## src/hw/rtl/air_pkg.sv

```systemverilog
// shared types and constants of the aligned interval register allocator
// no dependencies

package air_pkg;

    localparam int ACTIVE_ENTRIES = 64;
    localparam int POS_BITS       = 16;
    localparam int REG_FILE_SIZE  = 512;

    localparam int SLOT_W     = $clog2(ACTIVE_ENTRIES);
    localparam int IDENT_W    = 16;
    localparam int POS_W      = 16;
    localparam int SPAN_W     = 10;
    localparam int BASE_W     = 9;
    localparam int FOOT_W     = 10;
    localparam int LIMIT_W    = 10;
    localparam int CAND_W     = BASE_W + 2;
    localparam int SUM_W      = BASE_W + 3;
    localparam int CFG_IDX_W  = 1;
    localparam int CFG_DATA_W = 16;

    // configuration register indexes
    localparam logic [CFG_IDX_W-1:0] REG_IDX_LIMIT = 1'd0;
    localparam logic [CFG_IDX_W-1:0] REG_IDX_CAND  = 1'd1;

    // result status codes
    localparam logic [1:0] ST_PLACED   = 2'd0;
    localparam logic [1:0] ST_NOROOM   = 2'd1;
    localparam logic [1:0] ST_SKIPPED  = 2'd2;
    localparam logic [1:0] ST_OVERFLOW = 2'd3;

    typedef struct packed {
        logic               first_item;
        logic               last_item;
        logic [IDENT_W-1:0] set_ident;
        logic [POS_W-1:0]   live_start;
        logic [POS_W-1:0]   live_end;
        logic [SPAN_W-1:0]  span;
        logic               pinned;
        logic [BASE_W-1:0]  pinned_base;
    } air_in_t;

    typedef struct packed {
        logic [1:0]        status;
        logic [BASE_W-1:0] placed_base;
        logic [FOOT_W-1:0] peak_footprint;
        logic              run_ok;
        logic              run_done;
    } air_out_t;

    // span rounded up to a power of two, at least one
    function automatic logic [CAND_W-1:0] align_of(input logic [SPAN_W-1:0] span);
        logic [CAND_W-1:0] a;
        a = '0;
        for (int k = SPAN_W; k >= 0; k--) begin
            if ({1'b0, span} <= (CAND_W'(1) << k)) begin
                a = CAND_W'(1) << k;
            end
        end
        return a;
    endfunction

endpackage

```

## src/hw/rtl/aligned_interval_register_allocator.sv

```systemverilog
// aligned interval register allocator, top level
// depends on air_pkg

// usage
// - input channel s_valid/s_ready/s_data carries one live interval per word,
//   in order of start position; first_item opens a new run
// - result channel m_valid/m_ready/m_data returns one word per interval:
//   status, assigned base, peak footprint, run_ok and run_done
// - cfg_wr_en/cfg_idx/cfg_wdata write reg_limit (index 0) and
//   candidate_set (index 1); write only while the block is idle
// - an interval passes from accept to result through an expiry step, a
//   search that tries one candidate base per step and a commit step that
//   loads the result register; at most one base is tried for pinned
//   intervals and at most limit / align + 1 otherwise, with the limit
//   saturated at 512; an interval after a failure goes from expiry to commit
// - the commit returns the block to idle, so the next word can be taken
//   while that result is still on m_data
// - the search is a single overlap checker comparing one candidate base
//   against all active entries at once, stepped by the aligned stride
// - one interval is in flight at a time; s_ready is high only while idle
// - the result register lets a new word be accepted while the previous
//   result still waits; if the receiver stalls, the commit cycle waits
//   until the result register is free
// - reset clears the active table valid bits, footprint, flags and the
//   result valid, and restores reg_limit to 256 and candidate_set to 0

module aligned_interval_register_allocator (
    input  logic                             aclk,
    input  logic                             aresetn,
    input  logic                             s_valid,
    output logic                             s_ready,
    input  air_pkg::air_in_t                 s_data,
    output logic                             m_valid,
    input  logic                             m_ready,
    output air_pkg::air_out_t                m_data,
    input  logic                             cfg_wr_en,
    input  logic [air_pkg::CFG_IDX_W-1:0]    cfg_idx,
    input  logic [air_pkg::CFG_DATA_W-1:0]   cfg_wdata
);

    typedef enum logic [1:0] {
        S_IDLE,
        S_EXPIRE,
        S_SEARCH,
        S_PLACE
    } state_t;

    state_t                          state_reg;
    logic [air_pkg::LIMIT_W-1:0]     limit_cfg_reg;
    logic [air_pkg::IDENT_W-1:0]     cand_set_reg;

    // active table: valid bits reset, payload written before use
    logic [air_pkg::ACTIVE_ENTRIES-1:0] act_valid_reg;
    logic [air_pkg::BASE_W-1:0]   act_base_reg [air_pkg::ACTIVE_ENTRIES];
    logic [air_pkg::SPAN_W-1:0]   act_span_reg [air_pkg::ACTIVE_ENTRIES];
    logic [air_pkg::POS_BITS-1:0] act_end_reg  [air_pkg::ACTIVE_ENTRIES];

    logic [air_pkg::FOOT_W-1:0]   foot_reg;
    logic                         failed_reg;
    logic                         cplaced_reg;

    // current interval and search state
    air_pkg::air_in_t             item_reg;
    logic [air_pkg::CAND_W-1:0]   cand_reg;
    logic [air_pkg::CAND_W-1:0]   align_reg;
    logic [air_pkg::LIMIT_W-1:0]  max_base_reg;
    logic                         fit_reg;
    logic [1:0]                   stat_reg;

    logic                         m_valid_reg;
    air_pkg::air_out_t            m_data_reg;

    // combinational helpers
    logic [air_pkg::LIMIT_W-1:0]  limit_eff;
    logic                         blocked;
    logic                         free_any;
    logic [air_pkg::SLOT_W-1:0]   free_slot;
    logic                         out_free;
    logic                         commit;
    logic [1:0]                   stat_fin;
    logic [air_pkg::SUM_W-1:0]    place_end;
    logic [air_pkg::FOOT_W-1:0]   foot_next;
    logic                         failed_next;
    logic                         cplaced_next;

    assign s_ready  = (state_reg == S_IDLE);
    assign m_valid  = m_valid_reg;
    assign m_data   = m_data_reg;
    assign out_free = !m_valid_reg || m_ready;

    // limit saturates at the register file size
    assign limit_eff = (limit_cfg_reg > air_pkg::LIMIT_W'(air_pkg::REG_FILE_SIZE))
                     ? air_pkg::LIMIT_W'(air_pkg::REG_FILE_SIZE) : limit_cfg_reg;

    // shared overlap checker: candidate base against every active entry
    always_comb begin
        logic [air_pkg::SUM_W-1:0] cand_hi;
        logic [air_pkg::SUM_W-1:0] ent_hi;
        blocked = 1'b0;
        cand_hi = air_pkg::SUM_W'(cand_reg) + air_pkg::SUM_W'(item_reg.span);
        for (int i = 0; i < air_pkg::ACTIVE_ENTRIES; i++) begin
            ent_hi = air_pkg::SUM_W'(act_base_reg[i]) + air_pkg::SUM_W'(act_span_reg[i]);
            if (act_valid_reg[i]
                && (air_pkg::SUM_W'(cand_reg) < ent_hi)
                && (air_pkg::SUM_W'(act_base_reg[i]) < cand_hi)) begin
                blocked = 1'b1;
            end
        end
    end

    // lowest free entry
    always_comb begin
        free_any  = 1'b0;
        free_slot = '0;
        for (int i = air_pkg::ACTIVE_ENTRIES - 1; i >= 0; i--) begin
            if (!act_valid_reg[i]) begin
                free_any  = 1'b1;
                free_slot = air_pkg::SLOT_W'(i);
            end
        end
    end

    // commit stage results
    always_comb begin
        stat_fin = stat_reg;
        if (stat_reg == air_pkg::ST_PLACED && !free_any) begin
            stat_fin = air_pkg::ST_OVERFLOW;
        end
        commit = (state_reg == S_PLACE) && out_free && (stat_fin == air_pkg::ST_PLACED);
        place_end = air_pkg::SUM_W'(cand_reg) + air_pkg::SUM_W'(item_reg.span);
        foot_next = foot_reg;
        if (commit && place_end > air_pkg::SUM_W'(foot_reg)) begin
            foot_next = place_end[air_pkg::FOOT_W-1:0];
        end
        failed_next = failed_reg
                   || (stat_fin == air_pkg::ST_NOROOM)
                   || (stat_fin == air_pkg::ST_OVERFLOW);
        cplaced_next = cplaced_reg || (commit && item_reg.set_ident == cand_set_reg);
    end

    // sequencer, flags and result register
    always_ff @(posedge aclk) begin
        if (!aresetn) begin
            state_reg     <= S_IDLE;
            limit_cfg_reg <= air_pkg::LIMIT_W'(256);
            cand_set_reg  <= '0;
            act_valid_reg <= '0;
            foot_reg      <= '0;
            failed_reg    <= 1'b0;
            cplaced_reg   <= 1'b0;
            m_valid_reg   <= 1'b0;
        end else begin
            if (cfg_wr_en) begin
                if (cfg_idx == air_pkg::REG_IDX_LIMIT) begin
                    limit_cfg_reg <= cfg_wdata[air_pkg::LIMIT_W-1:0];
                end else begin
                    cand_set_reg <= cfg_wdata[air_pkg::IDENT_W-1:0];
                end
            end
            // the commit cycle reloads the result register itself
            if (m_valid_reg && m_ready && state_reg != S_PLACE) begin
                m_valid_reg <= 1'b0;
            end
            unique case (state_reg)
                S_IDLE: begin
                    if (s_valid) begin
                        item_reg <= s_data;
                        if (s_data.first_item) begin
                            act_valid_reg <= '0;
                            foot_reg      <= '0;
                            failed_reg    <= 1'b0;
                            cplaced_reg   <= 1'b0;
                        end
                        state_reg <= S_EXPIRE;
                    end
                end
                S_EXPIRE: begin
                    if (failed_reg) begin
                        stat_reg  <= air_pkg::ST_SKIPPED;
                        state_reg <= S_PLACE;
                    end else begin
                        // drop every entry whose end lies below the new start
                        for (int i = 0; i < air_pkg::ACTIVE_ENTRIES; i++) begin
                            if (act_end_reg[i] < item_reg.live_start[air_pkg::POS_BITS-1:0]) begin
                                act_valid_reg[i] <= 1'b0;
                            end
                        end
                        cand_reg     <= item_reg.pinned
                                      ? air_pkg::CAND_W'(item_reg.pinned_base) : '0;
                        align_reg    <= air_pkg::align_of(item_reg.span);
                        fit_reg      <= (item_reg.span <= limit_eff);
                        max_base_reg <= limit_eff - item_reg.span;
                        state_reg    <= S_SEARCH;
                    end
                end
                S_SEARCH: begin
                    // one candidate base per cycle
                    if (!fit_reg || cand_reg > air_pkg::CAND_W'(max_base_reg)) begin
                        stat_reg  <= air_pkg::ST_NOROOM;
                        state_reg <= S_PLACE;
                    end else if (!blocked) begin
                        stat_reg  <= air_pkg::ST_PLACED;
                        state_reg <= S_PLACE;
                    end else if (item_reg.pinned) begin
                        stat_reg  <= air_pkg::ST_NOROOM;
                        state_reg <= S_PLACE;
                    end else begin
                        cand_reg <= cand_reg + align_reg;
                    end
                end
                S_PLACE: begin
                    if (out_free) begin
                        if (commit) begin
                            act_valid_reg[free_slot] <= 1'b1;
                        end
                        foot_reg    <= foot_next;
                        failed_reg  <= failed_next;
                        cplaced_reg <= cplaced_next;
                        m_valid_reg <= 1'b1;
                        m_data_reg.status         <= stat_fin;
                        m_data_reg.placed_base    <= (stat_fin == air_pkg::ST_PLACED)
                                                   ? cand_reg[air_pkg::BASE_W-1:0] : '0;
                        m_data_reg.peak_footprint <= foot_next;
                        m_data_reg.run_ok         <= item_reg.last_item && !failed_next
                                                   && cplaced_next;
                        m_data_reg.run_done       <= item_reg.last_item;
                        state_reg <= S_IDLE;
                    end
                end
                default: begin
                    state_reg <= S_IDLE;
                end
            endcase
        end
    end

    // active table payload
    always_ff @(posedge aclk) begin
        if (commit) begin
            act_base_reg[free_slot] <= cand_reg[air_pkg::BASE_W-1:0];
            act_span_reg[free_slot] <= item_reg.span;
            act_end_reg[free_slot]  <= item_reg.live_end[air_pkg::POS_BITS-1:0];
        end
    end

`ifndef SYNTHESIS
    a_result_from_commit: assert property (@(posedge aclk) disable iff (!aresetn)
        $rose(m_valid_reg) |-> $past(state_reg == S_PLACE))
        else $error("result appeared outside the commit cycle");

    a_base_zero_unplaced: assert property (@(posedge aclk) disable iff (!aresetn)
        (m_valid_reg && m_data_reg.status != air_pkg::ST_PLACED)
        |-> (m_data_reg.placed_base == '0))
        else $error("nonzero base on a failed interval");

    a_footprint_bound: assert property (@(posedge aclk) disable iff (!aresetn)
        foot_reg <= air_pkg::FOOT_W'(air_pkg::REG_FILE_SIZE))
        else $error("footprint beyond register file");

    a_run_ok_on_last: assert property (@(posedge aclk) disable iff (!aresetn)
        (m_valid_reg && m_data_reg.run_ok) |-> m_data_reg.run_done)
        else $error("run_ok without run_done");

    a_commit_fits: assert property (@(posedge aclk) disable iff (!aresetn)
        commit |-> (place_end <= air_pkg::SUM_W'(limit_eff)))
        else $error("placement runs past the limit");
`endif

endmodule

```

## config.mk

```make
export PLATFORM = sky130hd
export DESIGN_NAME = aligned_interval_register_allocator
export DESIGN_NICKNAME = d
export VERILOG_FILES = /design/src/hw/rtl/air_pkg.sv /design/src/hw/rtl/aligned_interval_register_allocator.sv
export SDC_FILE = /design/constraint.sdc
export NUM_CORES = 2
export LEC_CHECK = 0
export ABC_AREA = 1
export BUFFER_PORTS_ARGS = -buffer_cell sky130_fd_sc_hd__buf_2
export CAP_MARGIN = 20
export CORE_ASPECT_RATIO = 0.6
export CORE_UTILIZATION = 30
export CTS_BUF_LIST = sky130_fd_sc_hd__clkbuf_8
export CTS_CLUSTER_DIAMETER = 100
export CTS_CLUSTER_SIZE = 12
export DETAILED_ROUTE_END_ITERATION = 7
export GPL_TIMING_DRIVEN = 0
export PLACE_DENSITY = 0.51
export SYNTH_ARGS = -nofsm -noshare
export SYNTH_HDL_FRONTEND = slang
export SYNTH_SLANG_ARGS = --single-unit
export TNS_END_PERCENT = 20
```

## constraint.sdc

```tcl
create_clock -name aclk -period 8.8 [get_ports aclk]
set_clock_uncertainty 0.05 [all_clocks]
set_input_delay 0.88 -clock aclk [delete_from_list [all_inputs] [get_ports aclk]]
set_output_delay 0.88 -clock aclk [all_outputs]
set_load 0.01 [all_outputs]
```

==> impl_metrics.json <==
{
  "status": "finished, final reports clean",
  "p_comb_share_pct": 32.8,
  "ant_nets": 0,
  "p_clk_share_pct": 22.6,
  "hold_path_class": "input pin to flop",
  "internal_power_mw": 19.11,
  "synthArstFlopShare_pct": 0,
  "dieArea_mm2": 0.4836,
  "worstPathRequired_ns": 9.50,
  "cpMostUsedCell": "nor2_1",
  "ys.flop_type": "edfxtp_1",
  "max_stage_delay_ns": 0.89,
  "p_leak_nw": 67.65,
  "synth.largest_area_cell": "edfxtp_1",
  "cap_violations": 0,
  "rsz0062_at_grt": "false",
  "die_w_um": 897.1,
  "grt-ovfl-total": 0,
  "row_count": 196,
  "clk_path_buf_depth": 4,
  "fillers": 46080,
  "drt-total-wl_um": 459900,
  "ff_latch_area_mm2": 0.07318,
  "finalCriticalPeriod_ns": 8.378,
  "whs_path_depth": 3,
  "antenna_found_initial": 64,
  "cts_tree": "yes",
  "ios": 117,
  "netlist_area_mm2": 0.1442,
  "drv_slew": 0,
  "cp_max_fo": 11,
  "syn2layout_area_growth_pct": 16.04,
  "ctsRootBufferMaster": "clkbuf_8",
  "synth_cells": 11950,
  "critPathSlowestCell": "edfxtp_1",
  "syn_avg_cell_area_um2": 12.07,
  "fin_crit_sh_pct": 95.21,
  "p_sw_share_pct": 36.28,
  "synth_top_cell_area_share_pct": 49.28,
  "setup_viol": 0,
  "grtUsageTotal_pct": 18.44,
  "pwr-share-seq_pct": 44.7,
  "ys_ff_latch": 2472,
  "grt_pass1_wl_um": 655700,
  "start_kind": "flop",
  "first_iter_violations": 9570,
  "num_vias": 96930,
  "whs_ns": 0.1703,
  "clk_latency_ns": 1.15,
  "wl_met2_um": 178600,
  "cts_buffers": 232,
  "synth_fp_nets": 14850,
  "ys_seq_area_share_pct": 50.74,
  "tightestPinTransition_ns": 1.292,
  "grt_pass1_vias": 92180,
  "ys_warn_count": 0,
  "core-area_mm2": 0.4770,
  "first_pass_iters": 7,
  "switchingPower_mw": 10.88,
  "fmax_mhz": 119.4,
  "hold_viol_final": 0,
  "gp_congestion": 0.9393,
  "vdd_ir_drop_max_mv": 0.3037,
  "cellPowerDensity_mw_per_mm2": 179.2,
  "cts_setup_buffers": 0,
  "worst_ep_arrival_time_ns": 9.08,
  "drc_errors": 0,
  "synth_area_leaders": "edfxtp_1, ha_1, a21oi_1",
  "die_y_um": 539.1,
  "worstRegToRegCells": 28,
  "setup_tns_ns": 0,
  "wl_per_cell_um": 23.96,
  "start_util_pct": 30.24,
  "viasPerCell": 5.050,
  "wl_met1_um": 236500,
  "path_clk_slew_ns": 0.10,
  "crit_type": "flop to flop",
  "drive_gt1_share_pct": 7.292,
  "multi_input_area_mm2": 0.06774,
  "largest_register_ffs": 1024,
  "synth-edff-count": 2367,
  "nets": 15670,
  "r2r_setup_slack_ns": 0.42,
  "top_layer": "met5",
  "grt_max_degree": 53,
  "slew_headroom_pct": 12.97,
  "dr_wl_met3_um": 36780,
  "end_kind": "flop",
  "clock_sinks": 2472,
  "htreeDepth": 4,
  "yosysUniqueCellTypes": 56,
  "dp_hpwl_um": 330600,
  "portBuffers": 116
}
==> cells in the final DEF, fill, tap and decap left out, types with 194 or more instances in the layout <==
cell type,netlist,final
o21ai_0,305,305
a21oi_1,1457,1457
nand2_1,1222,1222
nand4_1,195,195
ha_1,2742,2742
o21bai_1,200,200
xor2_1,393,393
nand3_1,194,194
edfxtp_1,2367,2367
buf_16,0,293
nor2_1,545,480
inv_1,888,937
clkbuf_8,0,237
==> layout make-up <==
cell class | instances | area share (%)
clock buffers | 237 | 1.949
repair buffers | 586 | 6.527
multi-input cells | 8478 | 40.47
diodes | 8 | 0.01196
well taps | 6336 | 4.737
clock inverters | 77 | 0.2019
plain buffers | 96 | 0.2953
inverters | 903 | 2.079
flip-flops and latches | 2472 | 43.73
==> synth_stat cells (168+ instances only) <==
cell type,number
nand3_1,194
nor2_1,545
o21a_1,181
inv_1,888
nand4_1,195
ha_1,2742
o211ai_1,169
a21o_1,168
xor2_1,393
o21bai_1,200
nand2_1,1222
o21ai_0,305
edfxtp_1,2367
a21oi_1,1457
==> final timing paths <==
path,startpoint,end
hold reg to reg,foot_reg[9]$_SDFFE_PN0P_,foot_reg[9]$_SDFFE_PN0P_
setup reg to reg,item_reg[11]$_DFFE_PP_,cand_reg[0]$_DFFE_PP_
hold / removal,cfg_idx,limit_cfg_reg[8]$_SDFFE_PN1P_
setup / recovery,item_reg[11]$_DFFE_PP_,cand_reg[0]$_DFFE_PP_
==> metal layers <==
metal | track usage (%) | vias to the layer above
met5 | 0 | -
met4 | 3.070 | 8
met3 | 3.417 | 448
met2 | 25.51 | 3012
met1 | 29.65 | 47210
li1 | - | 46260
==> power by group through the flow <==
stage	logic, mW	registers (mW)	clock network (mW)
after floorplan	4.41	13.9	0
after global placement	7.13	14.9	0
after detailed placement	9.68	13.7	0
after CTS	9.76	13.4	6.97
after global routing	10.7	13.4	7.34
final	9.83	13.4	6.77
==> per-stage QoR <==
stage	instances	area, um2	power, mW	setup slack [ns]	util, %
final	19190	167400	29.99	0.4219	35.09
after global routing	19190	167300	31.44	0.09504	35.08
after CTS	19180	167300	30.13	0.5113	35.08
after detailed placement	18780	162900	23.34	0.5421	34.14
after global placement	18400	152700	22.07	-12.79	32.02
after floorplan	11950	144200	18.32	1.037	-
==> kinds of logic after synthesis <==
logic type,count (synthesis),synth area share [%]
buf+inv,999,2.670
compound gates,2849,11.85
fa+ha+maj,2809,24.72
xor+xnor,536,3.255
flops,2472,50.74
simple gates,2284,6.772
==> critical path, delay by kind of cell (launching register included) <==
kind / cells / cell delay, ns
compound gates: 7 / 2.37
fa+ha+maj: 1 / 0.60
buf+inv: 9 / 2.35
flops: 1 / 0.89
simple gates: 11 / 1.66
==> timing repair <==
action | in CTS | in global routing
hold endpoints to repair | 90 | 0
hold buffers | 86 | 0
resized for setup | 0 | 0
Note: power is estimated with default switching activity, not from simulation.
